===== src/sv/bmii_pkg.sv =====
// bmii_pkg: shared constants, types and helpers of the box mean integral image unit.
// No dependencies; every other file of the block but bmii_ram imports it.
`default_nettype none
package bmii_pkg;

   localparam int MAX_LINES   = 1024;
   localparam int MAX_WING    = 15;
   localparam int RING_SLOTS  = 2 * MAX_WING + 2;
   localparam int RING_DEPTH  = RING_SLOTS * MAX_LINES;
   localparam int LINE_BITS   = $clog2(MAX_LINES);
   localparam int SLOT_BITS   = $clog2(RING_SLOTS);
   localparam int ADDR_BITS   = $clog2(RING_DEPTH);
   localparam int WING_BITS   = $clog2(MAX_WING + 1);
   localparam int N_BITS      = $clog2((2 * MAX_WING + 1) * (2 * MAX_WING + 1) + 1);
   localparam int QUOT_BITS   = 24;
   localparam int QCNT_BITS   = $clog2(QUOT_BITS);
   localparam int REM_BITS    = 17;
   localparam int QUEUE_DEPTH = 2;
   localparam int QPTR_BITS   = $clog2(QUEUE_DEPTH);
   localparam int QCNT_WIDTH  = $clog2(QUEUE_DEPTH + 1);
   localparam int LW          = 14;

   typedef enum logic [2:0] {
      REG_IMAGE_SAMPLES,
      REG_IMAGE_LINES,
      REG_SAMPLE_OFFSET,
      REG_LINE_OFFSET,
      REG_OUT_SAMPLES,
      REG_OUT_LINES,
      REG_WING_SIZE,
      REG_NONE
   } csr_reg_type;

   typedef struct packed {
      logic [15:0] image_samples;
      logic [10:0] image_lines;
      logic [15:0] sample_offset;
      logic [9:0]  line_offset;
      logic [15:0] out_samples;
      logic [10:0] out_lines;
      logic [3:0]  wing_size;
   } cfg_type;

   typedef struct packed {
      logic [31:0]          run_sum;
      logic [SLOT_BITS-1:0] slot_cur;
      logic [SLOT_BITS-1:0] slot_prev;
      logic [SLOT_BITS-1:0] slot_c1;
      logic [LINE_BITS-1:0] line_cur;
      logic [LINE_BITS-1:0] line_l1;
      logic                 has_prev;
      logic                 c1_ok;
      logic                 l1_ok;
      logic                 emit;
      logic                 no_data;
      logic                 last;
      logic [15:0]          out_sample;
      logic [9:0]           out_line;
      logic [N_BITS-1:0]    area;
   } item_type;

   typedef struct packed {
      logic [23:0] mean_q8;
      logic [15:0] out_sample;
      logic [9:0]  out_line;
      logic        no_data;
      logic        last;
   } out_type;

   typedef enum logic [2:0] {
      ST_IDLE,
      ST_PREV,
      ST_CORNER_A,
      ST_CORNER_B,
      ST_CORNER_C,
      ST_SUM,
      ST_DIV,
      ST_OUT
   } back_state_type;

   function automatic logic [ADDR_BITS-1:0] ring_addr(input logic [SLOT_BITS-1:0] slot,
                                                      input logic [LINE_BITS-1:0] line);
      return ADDR_BITS'(slot * MAX_LINES + line);
   endfunction

endpackage
`default_nettype wire


===== src/sv/bmii_queue.sv =====
// bmii_queue: short register FIFO of work items between front and back end.
// Depends on bmii_pkg.
`default_nettype none
module bmii_queue (
   input  wire logic               clock,
   input  wire logic               reset,
   input  wire logic               push,
   input  wire bmii_pkg::item_type push_item,
   input  wire logic               pop,
   output logic                    full,
   output logic                    empty,
   output bmii_pkg::item_type      head
);
   import bmii_pkg::*;

   item_type              slots_ff [QUEUE_DEPTH];
   logic [QPTR_BITS-1:0]  wr_ff, wr_in, rd_ff, rd_in;
   logic [QCNT_WIDTH-1:0] cnt_ff, cnt_in;

   assign full  = int'(cnt_ff) == QUEUE_DEPTH;
   assign empty = cnt_ff == '0;
   assign head  = slots_ff[rd_ff];

   always_comb begin
      wr_in  = wr_ff;
      rd_in  = rd_ff;
      cnt_in = cnt_ff;
      if (push) begin
         wr_in = (int'(wr_ff) == QUEUE_DEPTH - 1) ? '0 : wr_ff + QPTR_BITS'(1);
      end
      if (pop) begin
         rd_in = (int'(rd_ff) == QUEUE_DEPTH - 1) ? '0 : rd_ff + QPTR_BITS'(1);
      end
      if (push && !pop) begin
         cnt_in = cnt_ff + QCNT_WIDTH'(1);
      end else if (pop && !push) begin
         cnt_in = cnt_ff - QCNT_WIDTH'(1);
      end
   end

   always_ff @(posedge clock) begin
      if (reset) begin
         wr_ff  <= '0;
         rd_ff  <= '0;
         cnt_ff <= '0;
      end else begin
         wr_ff  <= wr_in;
         rd_ff  <= rd_in;
         cnt_ff <= cnt_in;
      end
   end

   always_ff @(posedge clock) begin
      if (push) begin
         slots_ff[wr_ff] <= push_item;
      end
   end
endmodule
`default_nettype wire


===== config.mk =====
export PLATFORM = sky130hd
export DESIGN_NAME = bmii_queue
export DESIGN_NICKNAME = d
export VERILOG_FILES = /design/src/sv/bmii_pkg.sv /design/src/sv/bmii_queue.sv
export SDC_FILE = /design/constraint.sdc
export NUM_CORES = 1
export LEC_CHECK = 0
export BUFFER_PORTS_ARGS = -buffer_cell sky130_fd_sc_hd__buf_2
export CAP_MARGIN = 40
export CORE_ASPECT_RATIO = 1.4
export CORE_MARGIN = 4
export CORE_UTILIZATION = 40
export CTS_CLUSTER_DIAMETER = 50
export DETAILED_ROUTE_END_ITERATION = 12
export PLACE_DENSITY_LB_ADDON = 0.15
export SYNTH_ARGS = -nofsm -noshare
export SYNTH_HDL_FRONTEND = slang
export SYNTH_SLANG_ARGS = --single-unit

===== constraint.sdc =====
create_clock -name clock -period 7.51 [get_ports clock]
set_input_delay 1.1265 -clock clock [delete_from_list [all_inputs] [get_ports clock]]
set_output_delay 1.1265 -clock clock [all_outputs]
set_load 0.05 [all_outputs]

==> results by group <==
Status
  • Outcome: finished, final reports clean

Synth
  • Seq cells post-synth: between 200 and 250
  • Avg Cell Area, Syn: between 20 and 25 sq um
  • Synth warn: 0
  • Sequential area share after synthesis: between 80% and 90%
  • Count of cell types in the netlist: 16
  • Mapped Area: between 0.008 and 0.009 sq mm
  • Cells after Synth: between 300 and 400
  • Synthesized Nets: about 480

STA
  • Relative slew slack: a little under half
  • Max-slew violations: 0
  • Least-Margin Pin Slew: ~800 ps
  • Highest clock rate: between 200 and 300 MHz
  • Hold Violations, Final: 0
  • Crit path setup slack, layout: 3812 ps
  • Final period util: 49.24%
  • RSZ-0062 raised after global routing: no
  • Sum of negative setup slack: 0 ps
  • Finish-stage setup viols: 0
  • Clock skew: roughly 15 ps
  • Tmin final: around 3700 ps

Place
  • IO buf count: 223
  • Post-DP HPWL: a little over 10 mm
  • Gp weighted congestion: slightly above 0.7
  • Worst slack, placed: 4262 ps

Detailed routing
  • DR vias/cell: about 4.7
  • First drt pass iteration count: 4
  • WL/cell: roughly 18 microns
  • Remaining antenna violation count after routing: 0
  • Initial DRC Count: around 180
  • Drc violations: 0
  • Routed WL: around 15 mm
  • Via count: 4077

CTS
  • PostCTS Resize Cnt: 0
  • CTS tree: built
  • CTS root buf: clkbuf_16
  • Skew-Pair Late Insertion Delay: 500 ps
  • Hold Buf Count CTS: 0
  • Clock sink count: 223
  • Clock Path Buffers: 3
  • Number of H-tree levels: 1
  • Cts bufs inserted: 22
  • Worst-path clk slew: about 60 ps
  • Setup bufs post-CTS: 0

Power and ir drop
  • Static Leak: 3.814 nW
  • Cell Pwr Density: roughly 300 mW/mm^2
  • Max IR drop VDD: 204.1 uV

Floorplanning
  • Initial core utilization: between 40% and 50%
  • Die area: about 0.023 sq mm
  • Core Rows: between 60 and 70
  • Top Ports: 224
  • Die Height: 176.3 microns
  • CORE AREA: between 0.015 and 0.02 sq mm
  • Die X: 128.2 microns

Critical path
  • CP cell instances: buf_4, buf_16, mux2_2, buf_2
  • R2R cell count: 2
  • Worst R2R Setup Slack: 5250 ps
  • Startpoint types: flip-flop
  • Worst setup path endpoint: head[53]
  • Data required, critical path: ~6400 ps
  • Max stage delay on crit path: roughly 690 ps
  • Worst r2r src: wr_ff
  • Kind of critical path: flip-flop to primary output
  • Crit. End Element: primary output
  • FF-to-FF End: slots_ff[1][92]
  • Critical path peak fanout: 48
  • Data arrival time of the worst path: 2570 ps
  • Critical path's slowest cell: dfxtp_4

Global routing
  • Grt ovf: 0
  • Global-route wire length before repair: ~23 mm
  • Total GRT Usage: 13.11%
  • Vias in the first global route: ~4400
  • Pin count of the biggest net entering global routing: a little under 60
  • Initial antenna violation count: 1

Job
  • Max-cap violations: 0

Cells and area
  • Commonest non-fill, non-tap cell in the layout: buf_2
  • # diodes: 0
  • Layout cells sized above 1: approximately three fifths
  • Final nets: approximately 720
  • Most frequent cells in the layout: buf_2, edfxtp_1, mux2_2
  • Area Growth Syn to Fin: 25.60%
  • # fillers: roughly 1700
  • Final Util: about half

Hold path
  • Hold Path Class: flip-flop to flip-flop
-- Yosys cell counts --
cell	count	area [sq um]
ha_1	1	12.51
buf_2	9	45.04
xnor2_1	2	17.52
and2_1	1	6.260
or3_1	1	6.260
dfxtp_1	5	100.1
mux2_4	10	150.1
xor2_1	2	17.52
nor2b_1	2	12.51
o21ai_0	1	5.000
a21oi_1	1	5.000
inv_1	1	3.750
buf_6	3	33.78
edfxtp_1	218	6546
nor2_1	5	18.77
mux2_2	99	1115
-- how the worst min path moves through the flow --
stage          startpoint        end  depth (start not counted)
3_3_place_gp    cnt_ff[1]  cnt_ff[1]                          2
4_1_cts         cnt_ff[1]  cnt_ff[1]                          2
5_1_grt         cnt_ff[1]  cnt_ff[1]                          2
6_report        cnt_ff[1]  cnt_ff[1]                          2
2_1_floorplan   cnt_ff[1]  cnt_ff[1]                          2
3_5_place_dp    cnt_ff[1]  cnt_ff[1]                          2
-- area by class of cell --
| class | count | area [sq um] | area share (%) |
|---|---|---|---|
| clock buffer | 33 | 623.1 | 6.128 |
| clock inverter | 5 | 25.02 | 0.2461 |
| inverter | 1 | 3.754 | 0.03692 |
| multi-input combinational | 125 | 1376 | 13.54 |
| sequential | 223 | 6650 | 65.41 |
| tap | 252 | 315.3 | 3.101 |
| timing repair buffer | 228 | 1174 | 11.54 |
-- cells by family after synthesis --
| family | synth area share [%] |
|---|---|
| flops | 82.10 |
| buf+inv | 1.020 |
| simple gates | 0.5411 |
| mux | 15.63 |
| fa+ha+maj | 0.1545 |
| compound gates | 0.1235 |
| xor+xnor | 0.4328 |
-- state kept, by name, summed over array words and instances (netlist names), named ones only --
| name | cells |
|---|---|
| cnt_ff | 2 |
| rd_ff | 1 |
| slots_ff | 218 |
| wr_ff | 1 |
-- per-layer routing --
| layer | global-route usage (%) | share of wire (%) |
|---|---|---|
| met1 | 14.53 | 36 |
| met2 | 24.04 | 54 |
| met3 | 3.814 | 8.2 |
| met4 | 3.938 | 1.5 |
| met5 | 0 | 0 |
-- worst max-delay path: cells and delay by family (launching register included) --
family	cells	cell delay [ps]
buffers and inverters	3	960
multiplexers	1	390
flip-flops	1	690
-- report_power, final --
group	internal [mW]	total, mW	switching, mW	leakage (nW)
Clock	0.571	0.989	0.418	0.314
Sequential	1.45	1.48	0.0247	2.09
Combinational	0.141	0.495	0.354	1.41
-- metrics by stage --
| stage | cells | total power [mW] | hold WS, ps | instance area [sq um] |
|---|---|---|---|---|
| finish | 867 | 2.962 | 521.4 | 10170 |
| global route | 867 | 3.083 | 556.7 | 10170 |
| CTS | 867 | 3.009 | 520.5 | 10170 |
| detailed placement | 829 | 2.007 | 509.1 | 9519 |
| global placement | 828 | 1.998 | 482.8 | 9492 |
| floorplan | 361 | 1.882 | 460.8 | 8095 |
No activity file was read; power rests on OpenSTA's default activity.
