`src/sv/bmii_pkg.sv`:
```
// bmii_pkg: shared constants, types and helpers of the box mean integral image unit.
// No dependencies; every other file of the block but bmii_ram imports it.
`default_nettype none
package bmii_pkg;

   localparam int MAX_LINES   = 1024;
   localparam int MAX_WING    = 15;
   localparam int RING_SLOTS  = 2 * MAX_WING + 2;
   localparam int RING_DEPTH  = RING_SLOTS * MAX_LINES;
   localparam int LINE_BITS   = $clog2(MAX_LINES);
   localparam int SLOT_BITS   = $clog2(RING_SLOTS);
   localparam int ADDR_BITS   = $clog2(RING_DEPTH);
   localparam int WING_BITS   = $clog2(MAX_WING + 1);
   localparam int N_BITS      = $clog2((2 * MAX_WING + 1) * (2 * MAX_WING + 1) + 1);
   localparam int QUOT_BITS   = 24;
   localparam int QCNT_BITS   = $clog2(QUOT_BITS);
   localparam int REM_BITS    = 17;
   localparam int QUEUE_DEPTH = 2;
   localparam int QPTR_BITS   = $clog2(QUEUE_DEPTH);
   localparam int QCNT_WIDTH  = $clog2(QUEUE_DEPTH + 1);
   localparam int LW          = 14;

   typedef enum logic [2:0] {
      REG_IMAGE_SAMPLES,
      REG_IMAGE_LINES,
      REG_SAMPLE_OFFSET,
      REG_LINE_OFFSET,
      REG_OUT_SAMPLES,
      REG_OUT_LINES,
      REG_WING_SIZE,
      REG_NONE
   } csr_reg_type;

   typedef struct packed {
      logic [15:0] image_samples;
      logic [10:0] image_lines;
      logic [15:0] sample_offset;
      logic [9:0]  line_offset;
      logic [15:0] out_samples;
      logic [10:0] out_lines;
      logic [3:0]  wing_size;
   } cfg_type;

   typedef struct packed {
      logic [31:0]          run_sum;
      logic [SLOT_BITS-1:0] slot_cur;
      logic [SLOT_BITS-1:0] slot_prev;
      logic [SLOT_BITS-1:0] slot_c1;
      logic [LINE_BITS-1:0] line_cur;
      logic [LINE_BITS-1:0] line_l1;
      logic                 has_prev;
      logic                 c1_ok;
      logic                 l1_ok;
      logic                 emit;
      logic                 no_data;
      logic                 last;
      logic [15:0]          out_sample;
      logic [9:0]           out_line;
      logic [N_BITS-1:0]    area;
   } item_type;

   typedef struct packed {
      logic [23:0] mean_q8;
      logic [15:0] out_sample;
      logic [9:0]  out_line;
      logic        no_data;
      logic        last;
   } out_type;

   typedef enum logic [2:0] {
      ST_IDLE,
      ST_PREV,
      ST_CORNER_A,
      ST_CORNER_B,
      ST_CORNER_C,
      ST_SUM,
      ST_DIV,
      ST_OUT
   } back_state_type;

   function automatic logic [ADDR_BITS-1:0] ring_addr(input logic [SLOT_BITS-1:0] slot,
                                                      input logic [LINE_BITS-1:0] line);
      return ADDR_BITS'(slot * MAX_LINES + line);
   endfunction

endpackage
`default_nettype wire

```
`src/sv/bmii_front.sv`:
```
// bmii_front: input side; tracks the pixel position and running column sum and
// classifies each word into a work item for the back end. Depends on bmii_pkg.
`default_nettype none
module bmii_front (
   input  wire logic              clock,
   input  wire logic              reset,
   input  wire bmii_pkg::cfg_type cfg,
   input  wire logic              in_valid,
   input  wire logic [15:0]       in_pixel,
   input  wire logic              queue_full,
   output logic                   in_ready,
   output logic                   push,
   output bmii_pkg::item_type     push_item
);
   import bmii_pkg::*;

   logic [15:0]          col_ff, col_in;
   logic [LINE_BITS-1:0] line_ff, line_in;
   logic [SLOT_BITS-1:0] slot_ff, slot_in;
   logic [31:0]          sum_ff, sum_in;

   logic [15:0]          samples_eff;
   logic [LW-1:0]        lines_eff;
   logic [WING_BITS-1:0] w;
   logic                 line_wrap;
   logic [15:0]          col_a, cc;
   logic [SLOT_BITS-1:0] slot_a, slot_c;
   logic [31:0]          sum_a, run;
   logic [LINE_BITS-1:0] ll;
   logic [17:0]          c_u;
   logic [LW-1:0]        l_u;
   logic [WING_BITS:0]   odd;
   logic [SLOT_BITS:0]   slot_diff;
   logic                 c_in, l_in, end_line;

   always_comb begin
      samples_eff = (cfg.image_samples == 16'd0) ? 16'd1 : cfg.image_samples;
      if (cfg.image_lines == 11'd0) begin
         lines_eff = LW'(1);
      end else if (LW'(cfg.image_lines) > LW'(MAX_LINES)) begin
         lines_eff = LW'(MAX_LINES);
      end else begin
         lines_eff = LW'(cfg.image_lines);
      end
      w = (int'(cfg.wing_size) > MAX_WING) ? WING_BITS'(MAX_WING) : WING_BITS'(cfg.wing_size);
      odd = {w, 1'b1};

      // move to the next column first if the line counter is past its limit
      line_wrap = LW'(line_ff) >= lines_eff;
      col_a  = line_wrap ? col_ff + 16'd1 : col_ff;
      slot_a = slot_ff;
      if (line_wrap) begin
         slot_a = (int'(slot_ff) == RING_SLOTS - 1) ? '0 : slot_ff + SLOT_BITS'(1);
      end
      sum_a = line_wrap ? 32'd0 : sum_ff;
      ll    = line_wrap ? '0 : line_ff;
      if (col_a >= samples_eff) begin
         cc     = 16'd0;
         slot_c = '0;
      end else begin
         cc     = col_a;
         slot_c = slot_a;
      end
      run = sum_a + {{16{in_pixel[15]}}, in_pixel};

      end_line = (LW'(ll) + LW'(1)) >= lines_eff;
      col_in   = cc;
      slot_in  = slot_c;
      line_in  = ll + LINE_BITS'(1);
      sum_in   = run;
      if (end_line) begin
         line_in = '0;
         sum_in  = 32'd0;
         if ({1'b0, cc} + 17'd1 >= {1'b0, samples_eff}) begin
            col_in  = 16'd0;
            slot_in = '0;
         end else begin
            col_in  = cc + 16'd1;
            slot_in = (int'(slot_c) == RING_SLOTS - 1) ? '0 : slot_c + SLOT_BITS'(1);
         end
      end

      c_u  = {2'b0, cc} - 18'(w) - {2'b0, cfg.sample_offset};
      l_u  = LW'(ll) - LW'(w) - LW'(cfg.line_offset);
      c_in = !c_u[17] && (c_u[15:0] < cfg.out_samples) && !c_u[16];
      l_in = !l_u[LW-1] && (l_u < LW'(cfg.out_lines));

      slot_diff = {1'b0, slot_c} + (SLOT_BITS+1)'(RING_SLOTS) - (SLOT_BITS+1)'(odd);
      if (slot_diff >= (SLOT_BITS+1)'(RING_SLOTS)) begin
         slot_diff = slot_diff - (SLOT_BITS+1)'(RING_SLOTS);
      end

      push_item.run_sum    = run;
      push_item.slot_cur   = slot_c;
      push_item.slot_prev  = (slot_c == '0) ? SLOT_BITS'(RING_SLOTS - 1) : slot_c - SLOT_BITS'(1);
      push_item.slot_c1    = slot_diff[SLOT_BITS-1:0];
      push_item.line_cur   = ll;
      push_item.line_l1    = ll - LINE_BITS'(odd);
      push_item.has_prev   = cc != 16'd0;
      push_item.c1_ok      = 17'(cc) >= 17'(odd);
      push_item.l1_ok      = LW'(ll) >= LW'(odd);
      push_item.emit       = c_in && l_in;
      push_item.no_data    = (17'(cc) < 17'({w, 1'b0})) || (LW'(ll) < LW'({w, 1'b0}));
      push_item.last       = ({1'b0, c_u[15:0]} + 17'd1 == {1'b0, cfg.out_samples})
                             && (l_u + LW'(1) == LW'(cfg.out_lines));
      push_item.out_sample = c_u[15:0];
      push_item.out_line   = l_u[9:0];
      push_item.area       = N_BITS'(odd * odd);
   end

   assign in_ready = !queue_full;
   assign push     = in_valid && !queue_full;

   always_ff @(posedge clock) begin
      if (reset) begin
         col_ff  <= '0;
         line_ff <= '0;
         slot_ff <= '0;
         sum_ff  <= '0;
      end else if (push) begin
         col_ff  <= col_in;
         line_ff <= line_in;
         slot_ff <= slot_in;
         sum_ff  <= sum_in;
      end
   end
endmodule
`default_nettype wire

```
`config.mk`:
```
export PLATFORM = sky130hd
export DESIGN_NAME = bmii_front
export DESIGN_NICKNAME = d
export VERILOG_FILES = /design/src/sv/bmii_pkg.sv /design/src/sv/bmii_front.sv
export SDC_FILE = /design/constraint.sdc
export NUM_CORES = 1
export LEC_CHECK = 0
export BUFFER_PORTS_ARGS = -buffer_cell sky130_fd_sc_hd__buf_4
export CORE_MARGIN = 2
export CORE_UTILIZATION = 40
export CTS_BUF_LIST = sky130_fd_sc_hd__clkbuf_16
export CTS_CLUSTER_DIAMETER = 60
export CTS_CLUSTER_SIZE = 16
export DETAILED_ROUTE_END_ITERATION = 16
export MAX_ROUTING_LAYER = met4
export PLACE_DENSITY_LB_ADDON = 0.2
export REMOVE_ABC_BUFFERS = 1
export SYNTH_ARGS = -nofsm -noshare
export SYNTH_HDL_FRONTEND = slang
export SYNTH_SLANG_ARGS = --single-unit
```
`constraint.sdc`:
```
create_clock -name clock -period 16.7 [get_ports clock]
set_clock_uncertainty 0.1 [all_clocks]
set_input_delay 4.175 -clock clock [delete_from_list [all_inputs] [get_ports clock]]
set_output_delay 4.175 -clock clock [all_outputs]
set_load 0.01 [all_outputs]
```
==> impl_metrics.csv <==
group,metric,value,unit
flow_run,drv_cap,0,
routing,vias,12100,
die,coreArea,28600,µm²
clocking,cts_tree,"built",
routing,wl,36.3,mm
cells_and_area,area_growth,22.7,%
logic_synthesis,yosys_warnings,0,
logic_synthesis,ys_ff_latch,63,
logic_synthesis,synth_top_area_share,19.9,%
grt,grt_pass1_wl,57.7,mm
clocking,path_clk_slew,0.06,ns
place,dp_hpwl,28.9,mm
place,port_buffers,212,
logic_synthesis,synth-async-reset-ratio,0,%
sta,drv_slew,0,
grt,grt_max_degree,65,
routing,routed_via_density,5.57,
die,die_h,174,µm
sta,relSlewSlack,36.9,%
sta,hold_viol_final,0,
grt,overflow,0,
logic_synthesis,syn_area,11600,µm²
grt,grt_use_total,23.7,%
sta,setup_viol,0,
sta,worst_slew_pin_slew,0.943,ns
critical_path,endpoint_kind,"primary output",
cells_and_area,antennaDiodeCount,0,
logic_synthesis,synth.avg_cell_area,7.33,µm²
logic_synthesis,synthFlopType,"dfxtp_1",
die,start_util,40.5,%
clocking,clock_path_buffers,2,
pwr,p_leak,6.80,nW
die,die_w,174,µm
logic_synthesis,synth_edf_count,0,
logic_synthesis,synth.area.top_cells,"ha_1, dfxtp_1, xnor2_1",
critical_path,cp.arrival,12.08,ns
die,num_rows,62,
grt,grt_pass1_vias,11500,
grt,grt_antenna_before_repair,0,
routing,antenna_left,0,
critical_path,slowest_delay,0.46,ns
routing,drt_pre_antenna_iters,5,
run_status,status,"finished clean",
place,gp_congestion,0.957,
critical_path,start_kind,"primary input",
logic_synthesis,synth_area_leader_cell,"ha_1",
clocking,clock-sinks,63,
sta,fmax,0.0611,GHz
critical_path,crit_type,"in -> out",
pwr,powerDensity,73.5,nW/µm²
min_path,hold_class,"reg -> reg",
routing,dr.first_iter.drc_count,737,
logic_synthesis,synth_cell_types,89,
logic_synthesis,ys_seq_area_share,10.9,%
pwr,irDropWorstVdd,0.0514,mV
sta,period_minus_slack,16.36,ns
clocking,cts_buffers,9,
logic_synthesis,synth_cells,1580,
critical_path,crit_slowest_cell,"a2111oi_0",
logic_synthesis,yosysMostFrequentCell,"ha_1",
sta,fin_crit_sh,97.9,%
clocking,cts_hold_buffers,0,
clocking,cts-root-buf,"clkbuf_16",
cells_and_area,drive_gt1_share,18.6,%
die,dieArea,30300,µm²
routing,avgRoutedWirePerCell,16.7,µm
critical_path,cp.required,12.43,ns
critical_path,cp_max_fo,9,
die,io_pins,215,
cells_and_area,final_nets,2077,
sta,hold_ws,0.346,ns
logic_synthesis,synthTopCellsByCount,"ha_1, inv_1, nor2_1",
cells_and_area,final_util,49.6,%
routing,remaining_drc_errors,0,
clocking,worstSkewPairLatency,0.33,ns
clocking,cts-htree-levels,3,
worst max-delay path: cells and delay by family:
family / cells / cell delay [ns]
xor+xnor: 2 / 0.61
compound gates: 13 / 2.92
buf+inv: 5 / 0.78
simple gates: 15 / 2.53
fa+ha+maj: 4 / 1.06
logic make-up (layout without fill, tap and decap cells):
| group | after synthesis | in the layout | share of synthesized area (%) |
|---|---|---|---|
| compound gates | 408 | 408 | 24.0 |
| xor+xnor | 143 | 143 | 11.1 |
| fa+ha+maj | 194 | 194 | 21.6 |
| buf+inv | 206 | 410 | 6.86 |
| flops | 63 | 63 | 10.9 |
| mux | 5 | 5 | 0.443 |
| other cells | 2 | 2 | 0.0648 |
| simple gates | 559 | 559 | 25.0 |
final cells by class:
class,instances,area [µm²]
Inverter,145,548
Fill cell,2919,14400
Timing Repair Buffer,249,1890
Clock buffer,9,225
Sequential cell,63,1260
Multi-Input combinational cell,1311,9730
Clock inverter,7,80.1
Tap cell,384,480
sequential cells by signal, summed over array words and instances, names as in the netlist:
name and cells:
line_ff 10, sum_ff 32, col_ff 16, slot_ff 5
final timing paths:
check                                            start                      to  slack [ns]  cells after the start
worst min register to register  sum_ff[6]$_SDFFE_PP0P_  sum_ff[6]$_SDFFE_PP0P_        0.35                      2
worst min-delay path            sum_ff[6]$_SDFFE_PP0P_  sum_ff[6]$_SDFFE_PP0P_        0.35                      2
worst max-delay path                           cfg[60]           push_item[36]        0.34                     39
worst max register to register  col_ff[0]$_SDFFE_PP0P_  col_ff[7]$_SDFFE_PP0P_        8.60                     32
what timing repair did:
item	CTS	global route
setup buffers	0	8
resized for setup	4	36
pin swaps	0	14
setup endpoints to repair	2	2
report_power, final:
group,internal (mW),switching [mW]
registers,0.159,0.00649
clock network,0.128,0.0693
logic,0.313,0.369
per-layer routing:
layer	wire length, µm	global-route usage, %	vias up
li1	-	-	6083
met3	1850	2.67	48
met2	17100	40.0	342
met4	815	6.62	0
met5	0	-	-
met1	16500	30.0	5599
cells in the final DEF, fill, tap and decap left out, types with 35 or more instances in the layout:
cell type / n
nor2_1: 121
nand2_1: 111
a21o_1: 46
buf_4: 247
o21ai_0: 59
dfxtp_1: 63
ha_1: 182
nor3_1: 40
xnor2_1: 98
inv_1: 144
a21oi_1: 104
xor2_1: 35
nand3_1: 71
and2_1: 47
metrics by stage:
step | cells | area, µm² | power [mW] | worst slack (ns) | TNS, ns
3_5_place_dp | 2144 | 13700 | 0.823 | -0.142 | -0.156
3_3_place_gp | 2144 | 13700 | 0.817 | 0.0248 | 0
2_1_floorplan | 1519 | 11300 | 0.591 | -0.464 | -0.805
4_1_cts | 2160 | 14000 | 1.03 | 0.0379 | 0
5_1_grt | 2168 | 14200 | 1.13 | -0.145 | -0.257
6_report | 2168 | 14200 | 1.04 | 0.343 | 0
Note: power is estimated with default switching activity, not from simulation.
